## config.mk

```make
export PLATFORM = sky130hd
export DESIGN_NAME = scfl_front
export DESIGN_NICKNAME = d
export VERILOG_FILES = /design/src/design/assert_macros.svh /design/src/design/scfl_pkg.sv /design/src/design/scfl_front.sv
export SDC_FILE = /design/constraint.sdc
export NUM_CORES = 2
export LEC_CHECK = 0
export ABC_AREA = 0
export CELL_PAD_IN_SITES_DETAIL_PLACEMENT = 1
export CELL_PAD_IN_SITES_GLOBAL_PLACEMENT = 2
export CORE_UTILIZATION = 45
export CTS_CLUSTER_DIAMETER = 100
export DETAILED_ROUTE_END_ITERATION = 10
export DONT_BUFFER_PORTS = 1
export PLACE_DENSITY_LB_ADDON = 0.1
export SLEW_MARGIN = 5
export SYNTH_ARGS = -nofsm -noshare
export SYNTH_HDL_FRONTEND = slang
export SYNTH_SLANG_ARGS = --single-unit
```

## constraint.sdc

```tcl
create_clock -name i_clk -period 10.28 [get_ports i_clk]
set_input_delay 2.056 -clock i_clk [delete_from_list [all_inputs] [get_ports i_clk]]
set_output_delay 2.056 -clock i_clk [all_outputs]
set_load 0.05 [all_outputs]
```

## src/design/assert_macros.svh

```systemverilog
// assertion helpers
`ifndef ASSERT_MACROS_SVH
`define ASSERT_MACROS_SVH

`define CHK_IMPL(lbl, clk, rst_n, a, c) \
    lbl: assert property (@(posedge clk) disable iff (!rst_n) (a) |-> (c)) \
        else $error("check failed");

`define CHK_NEXT(lbl, clk, rst_n, a, c) \
    lbl: assert property (@(posedge clk) disable iff (!rst_n) (a) |=> (c)) \
        else $error("check failed");

`endif

```

## src/design/scfl_pkg.sv

```systemverilog
package scfl_pkg;

    localparam logic [63:0] HASH_MULT = 64'h9E3779B97F4A7C15;
    localparam int HASH_SHIFT = 52;

    typedef enum logic [2:0] {
        OUT_SERVED    = 3'd0,
        OUT_NEW_CLASS = 3'd1,
        OUT_EMPTY     = 3'd2,
        OUT_NO_CLASS  = 3'd3,
        OUT_POOLED    = 3'd4,
        OUT_RELEASED  = 3'd5
    } t_outcome;

    typedef struct packed {
        logic        kind;
        logic [31:0] size_bytes;
        logic [47:0] block_address;
    } t_in_item;

    typedef struct packed {
        logic [2:0]  outcome;
        logic [47:0] served_address;
    } t_out_item;

    // front to back: classified item
    typedef struct packed {
        logic        kind;
        logic [31:0] size_bytes;
        logic [47:0] block_address;
        logic [11:0] home;
    } t_cmd;

endpackage

```

## src/design/scfl_front.sv

```systemverilog
module scfl_front #(
    parameter int INDEX_SLOTS = 64
) (
    input  logic              i_clk,
    input  logic              i_rst_n,
    input  logic              i_push,
    output logic              o_full,
    input  scfl_pkg::t_in_item i_item,
    output logic              o_cmd_valid,
    input  logic              i_cmd_pop,
    output scfl_pkg::t_cmd    o_cmd
);
    import scfl_pkg::*;

    localparam logic [11:0] HMASK = 12'(INDEX_SLOTS - 1);

    // stage 1: item and partial hash products, stage 2: home slot, then 2-entry queue
    logic      r_s1_v, r_s2_v;
    t_in_item  r_s1;
    t_cmd      r_s2;
    logic [63:0] w_plo;
    logic [31:0] w_phi;
    logic [31:0] r_plo_hi, r_phi;
    logic [31:0] w_hsum;
    t_cmd      r_q [2];
    logic      r_wp, r_rp;
    logic [1:0] r_cnt;
    logic      w_enq, w_deq, w_s2_adv, w_s1_adv;

    assign w_deq = i_cmd_pop && (r_cnt != 2'd0);
    assign w_enq = r_s2_v && ((r_cnt != 2'd2) || w_deq);
    assign w_s2_adv = !r_s2_v || w_enq;
    assign w_s1_adv = !r_s1_v || w_s2_adv;
    assign o_full = !w_s1_adv;
    // low 64 bits of size * HASH_MULT from two 32x32 products
    assign w_plo = {32'd0, i_item.size_bytes} * {32'd0, HASH_MULT[31:0]};
    assign w_phi = i_item.size_bytes * HASH_MULT[63:32];
    assign w_hsum = r_plo_hi + r_phi;

    always_ff @(posedge i_clk) begin
        if (!i_rst_n) begin
            r_s1_v <= 1'b0;
            r_s2_v <= 1'b0;
            r_wp <= 1'b0;
            r_rp <= 1'b0;
            r_cnt <= 2'd0;
        end else begin
            if (w_s1_adv) begin
                r_s1_v <= i_push;
                r_s1 <= i_item;
                r_plo_hi <= w_plo[63:32];
                r_phi <= w_phi;
            end
            if (w_s2_adv) begin
                r_s2_v <= r_s1_v;
                r_s2.kind <= r_s1.kind;
                r_s2.size_bytes <= r_s1.size_bytes;
                r_s2.block_address <= r_s1.block_address;
                r_s2.home <= w_hsum[31:20] & HMASK;
            end
            if (w_enq) begin
                r_q[r_wp] <= r_s2;
                r_wp <= !r_wp;
            end
            if (w_deq) r_rp <= !r_rp;
            r_cnt <= r_cnt + 2'(w_enq) - 2'(w_deq);
        end
    end

    assign o_cmd_valid = (r_cnt != 2'd0);
    assign o_cmd = r_q[r_rp];
endmodule

```

# Word level (Yosys, flattened, before mapping)
# Memory sizes are Yosys's and may differ from the RTL's. A register that Yosys moved wholly into a read port is not among the register bits.
# Cells that the tools add are included.
# W data, S select, Z words.
[op_classes] add_sub_neg=3 mux=5 reduce_logical=13 mul=2 eq_ne=1
[ops] cell="$mul A32 B31 Y58 const B" n=1
[ops] cell="$mul A32 B32 Y26 const B" n=1
[ops] cell="$add A26 B26 Y26" n=1
[ops] cell="$logic_not A1 Y1" n=5
[ops] cell="$mux W1" n=5
[ops] cell="$reduce_and A2 Y1" n=2
[ops] cell="$logic_or A1 B1 Y1" n=3
[ops] cell="$add A2 B1 Y2" n=1
[ops] cell="$logic_and A1 B1 Y1" n=2
[ops] cell="$ne A2 B2 Y1 const B" n=1
[ops] cell="$reduce_bool A2 Y1" n=1
[ops] cell="$sub A2 B1 Y2" n=1
[totals] ram_bits=174 reg_bits=226 n_memories=1 output_inout_bits=95
[memory_table] name="r_q" words=2 word_bits=87 rd=1 rd_clocked_by_memory_dff=1 write_ports=1 line_no="scfl_front.sv:25" text="t_cmd r_q [2];"

# Logic depth before layout (Yosys ltp)
[depth] depth_word=7 depth_mapped=26 ltp_nobuf=26

# Least setup slack after synthesis
# No wires, ideal clock.
[synth_path] path_kind="input -> register" startpoint="input port i_cmd_pop" endpoint="register r_phi[10] (enable)" cell_stages=3 slack_ns=1.432 arrival_time_ns=8.213 path_cell_list="nor3b_1 and2_1 nor2b_1"
[synth_via] elab_chain_len=6
[synth_rtl] element="start: declaration" line_no="scfl_front.sv:10" text="input logic i_cmd_pop,"
[synth_rtl] element="$logic_and A1 B1 Y1" line_no="scfl_front.sv:30" text="assign w_deq = i_cmd_pop && (r_cnt != 2'd0);"
[synth_rtl] element="$logic_or A1 B1 Y1" line_no="scfl_front.sv:31" text="assign w_enq = r_s2_v && ((r_cnt != 2'd2) || w_deq);"
[synth_rtl] element="$logic_and A1 B1 Y1" line_no="scfl_front.sv:31"
[synth_rtl] element="$logic_or A1 B1 Y1" line_no="scfl_front.sv:32" text="assign w_s2_adv = !r_s2_v || w_enq;"
[synth_rtl] element="$logic_or A1 B1 Y1" line_no="scfl_front.sv:33" text="assign w_s1_adv = !r_s1_v || w_s2_adv;"
[synth_rtl] element="$reduce_and A2 Y1 (no line)"
[synth_rtl] element="end signal: assignment" line_no="scfl_front.sv:52" text="r_phi <= w_phi;"
[synth_rtl] element="end: declaration" line_no="scfl_front.sv:23" text="logic [31:0] r_plo_hi, r_phi;"
# No other way between the ends.
# A chain may end at the register's enable or synchronous reset.

# Final worst setup path
[layout_path] startpoint="input port i_item[52] (netlist name)" endpoint="register r_plo_hi[17] (data pin)"
[layout_via] elab_chain_len=1
[layout_rtl] element="start: declaration" line_no="scfl_front.sv:8" text="input scfl_pkg::t_in_item i_item,"
[layout_rtl] element="$mul A32 B31 Y58" line_no="scfl_front.sv:36" text="assign w_plo = {32'd0, i_item.size_bytes} * {32'd0, HASH_MULT[31:0]};"
[layout_rtl] element="via w_plo[49]" line_no="scfl_front.sv:21" text="logic [63:0] w_plo;"
[layout_rtl] element="end signal: assignment" line_no="scfl_front.sv:51" text="r_plo_hi <= w_plo[63:32];"
[layout_rtl] element="end: declaration" line_no="scfl_front.sv:23"
# The timed path passes the listed nets, and every way through them passes these cells.

==> impl_metrics.yaml <==
worst_setup_path:
  start_kind: "primary input"
  cp_max_fo: 9
  crit_type: "in -> reg"
  required_ns: 10.56
  arrival_ns: 9.50
  crit_chain: "inv_1 > fa_1 > inv_1 > fa_1 > fa_1 > fa_1 > fa_1 > fa_1 > fa_1 > inv_1 > fa_1 > inv_1 > ha_1 > a21o_1 > o21bai_1 > a21oi_1 > nand2_1 > nor2_1 > o31ai_2 > a221oi_1 > o21ai_0 > xor2_1"
  cp-end-kind: "register"
  cpLargestDelayFamily: "adder cells"
  slowest_stage: "fa_1"
  path_buf_inv: 4
  max_stage_delay_ns: 0.60
  path_common_cell: "fa_1"
timing:
  rsz0062_at_grt: "false"
  report.final.slew_viol_count: 0
  max_slew.worst_pin.slew_ns: 1.08
  post-route-min-period_ns: 9.21
  fmax_mhz: 109
  setup_tns_ns: 0
  setup_viol: 0
  period_share: 0.896
  hold_viol_final: 0
  max_slew_margin: 0.276
  finalClockSkew_ns: 0.0285
clock_tree:
  numCtsBuffers: 37
  cts_tree: "built"
  clk_pin_slew_worst_paths_ns: 0.06
  cts_sinks: 398
  cts_hold_buf: 0
  clockBufferDepth: 3
  clk_latency_ns: 0.56
  post_cts_buffers: 0
  root_buffer: "clkbuf_16"
  cts_resized: 0
  htree_num_levels: 2
placed_design:
  io_buffers: 0
  hpwl_mm: 87.3
  gp_congestion: 0.967
floorplan:
  start_util: 0.454
  die-area_um2: 77700
  rows: 101
  fp.dieH_um: 279
  dieWidth_um: 279
  io_pins: 180
  core_um2: 75800
yosys:
  synth_top_area_cell: "edfxtp_1"
  synthFlopType: "edfxtp_1"
  synth_top_area_share: 0.341
  syn_area_um2: 34400
  synth_commonest_cells: "681 x inv_1, 515 x fa_1, 461 x ha_1"
  yosysMostFrequentCell: "inv_1"
  yosysUniqueCellTypes: 63
  syn_area_per_cell_um2: 13.2
  synthCells: 2603
  ys_warn_count: 0
  synth_area_leaders: "edfxtp_1 34%, fa_1 30%, ha_1 17%"
  ys_ff_latch: 398
  ys_seq_area_frac: 0.345
  synth_edf_count: 391
  synthArstFlopShare: 0
route:
  routedWlPerCell_um: 27.6
  firstDrtPassIters: 5
  routed_via_density: 5.23
  antenna_left: 0
  drt_iter0_drc: 939
  wl_mm: 101
  drc: 0
  vias: 19100
global_route:
  grt_antenna_before_repair: 4
  track_usage: 0.268
  grt_pass1_wl_mm: 148
  grt.overflow.total: 0
  grt_max_degree: 62
  grt_pass1_vias: 21900
run_status:
  status: "finished, final reports clean"
job:
  cap_violations: 0
layout:
  drive_gt1_frac: 0.0674
  areaGrowthSynthToFinish_pct: 7.45
  num-nets-final: 3703
hold_path:
  hp-class: "reg -> reg"
==> cells in the final DEF (no fill, tap or decap), drive strengths merged, types with 4 or more instances in the layout <==
cell	count
conb	6
and2	8
or3	4
nand2b	7
fa	515
inv	686
nand3	14
nor4	6
clkbuf	41
ha	461
and3	5
clkinv	13
buf	16
o21ai	35
nor2	29
mux2	87
bufinv	6
nand2	42
dfxtp	7
a211oi	9
xnor2	64
o211ai	4
a21oi	69
xor2	23
a31oi	5
nor2b	5
edfxtp	391
o21bai	9
o21a	11
a21o	28
nor3	14
nand4	9
==> layer usage <==
layer | wire length [um] | GRT usage
met1 | 43000 | 0.351
met2 | 48900 | 0.451
met4 | 3870 | 0.0948
met3 | 5010 | 0.0432
met5 | 14 | 0
==> sequential cells by signal, summed over array words and instances, names as in the netlist, 2 cells and up, named ones only <==
register,cells
r_cnt,2
r_phi,23
r_s1,81
r_s2,87
r_q,174
r_plo_hi,26
==> kinds of logic after synthesis <==
logic type | after synthesis | share of synthesized area
compound gates | 198 | 0.0373
xor+xnor | 87 | 0.0221
fa+ha+maj | 976 | 0.467
buf+inv | 702 | 0.0778
flops | 398 | 0.345
mux | 87 | 0.0284
other cells | 1 | 0.000109
simple gates | 154 | 0.0225
==> layout make-up <==
class | count | area (um^2)
diodes | 2 | 5.00
clock buffers | 41 | 941
clock inverters | 25 | 352
fillers | 7690 | 38800
inverters | 681 | 2560
multi-input cells | 1508 | 19900
flip-flops and latches | 398 | 11900
well taps | 978 | 1220
repair buffers | 16 | 120
==> per-stage QoR <==
step | cells | util | hold slack [ns] | setup WS, ns | instance area, um^2
2_1_floorplan | 2608 | - | 0.400 | 1.43 | 34500
3_3_place_gp | 3581 | 0.471 | 0.401 | 0.644 | 35700
3_5_place_dp | 3581 | 0.471 | 0.405 | 0.596 | 35700
4_1_cts | 3647 | 0.488 | 0.410 | 1.11 | 37000
5_1_grt | 3648 | 0.488 | 0.420 | 0.755 | 37000
6_report | 3649 | 0.488 | 0.407 | 1.07 | 37000
==> final timing paths <==
path | start | end | slack, ns | depth (start not counted)
max | i_item[52] | r_plo_hi[17] | 1.07 | 22
min | r_s1[44] | r_s2[56] | 0.41 | 0
max reg2reg | r_cnt[0] | r_s1[52] | 6.59 | 6
min reg2reg | r_s1[44] | r_s2[56] | 0.41 | 0
Power is not shown: default switching activity piles up to over one toggle a cycle in this logic, so the estimate is an artifact.
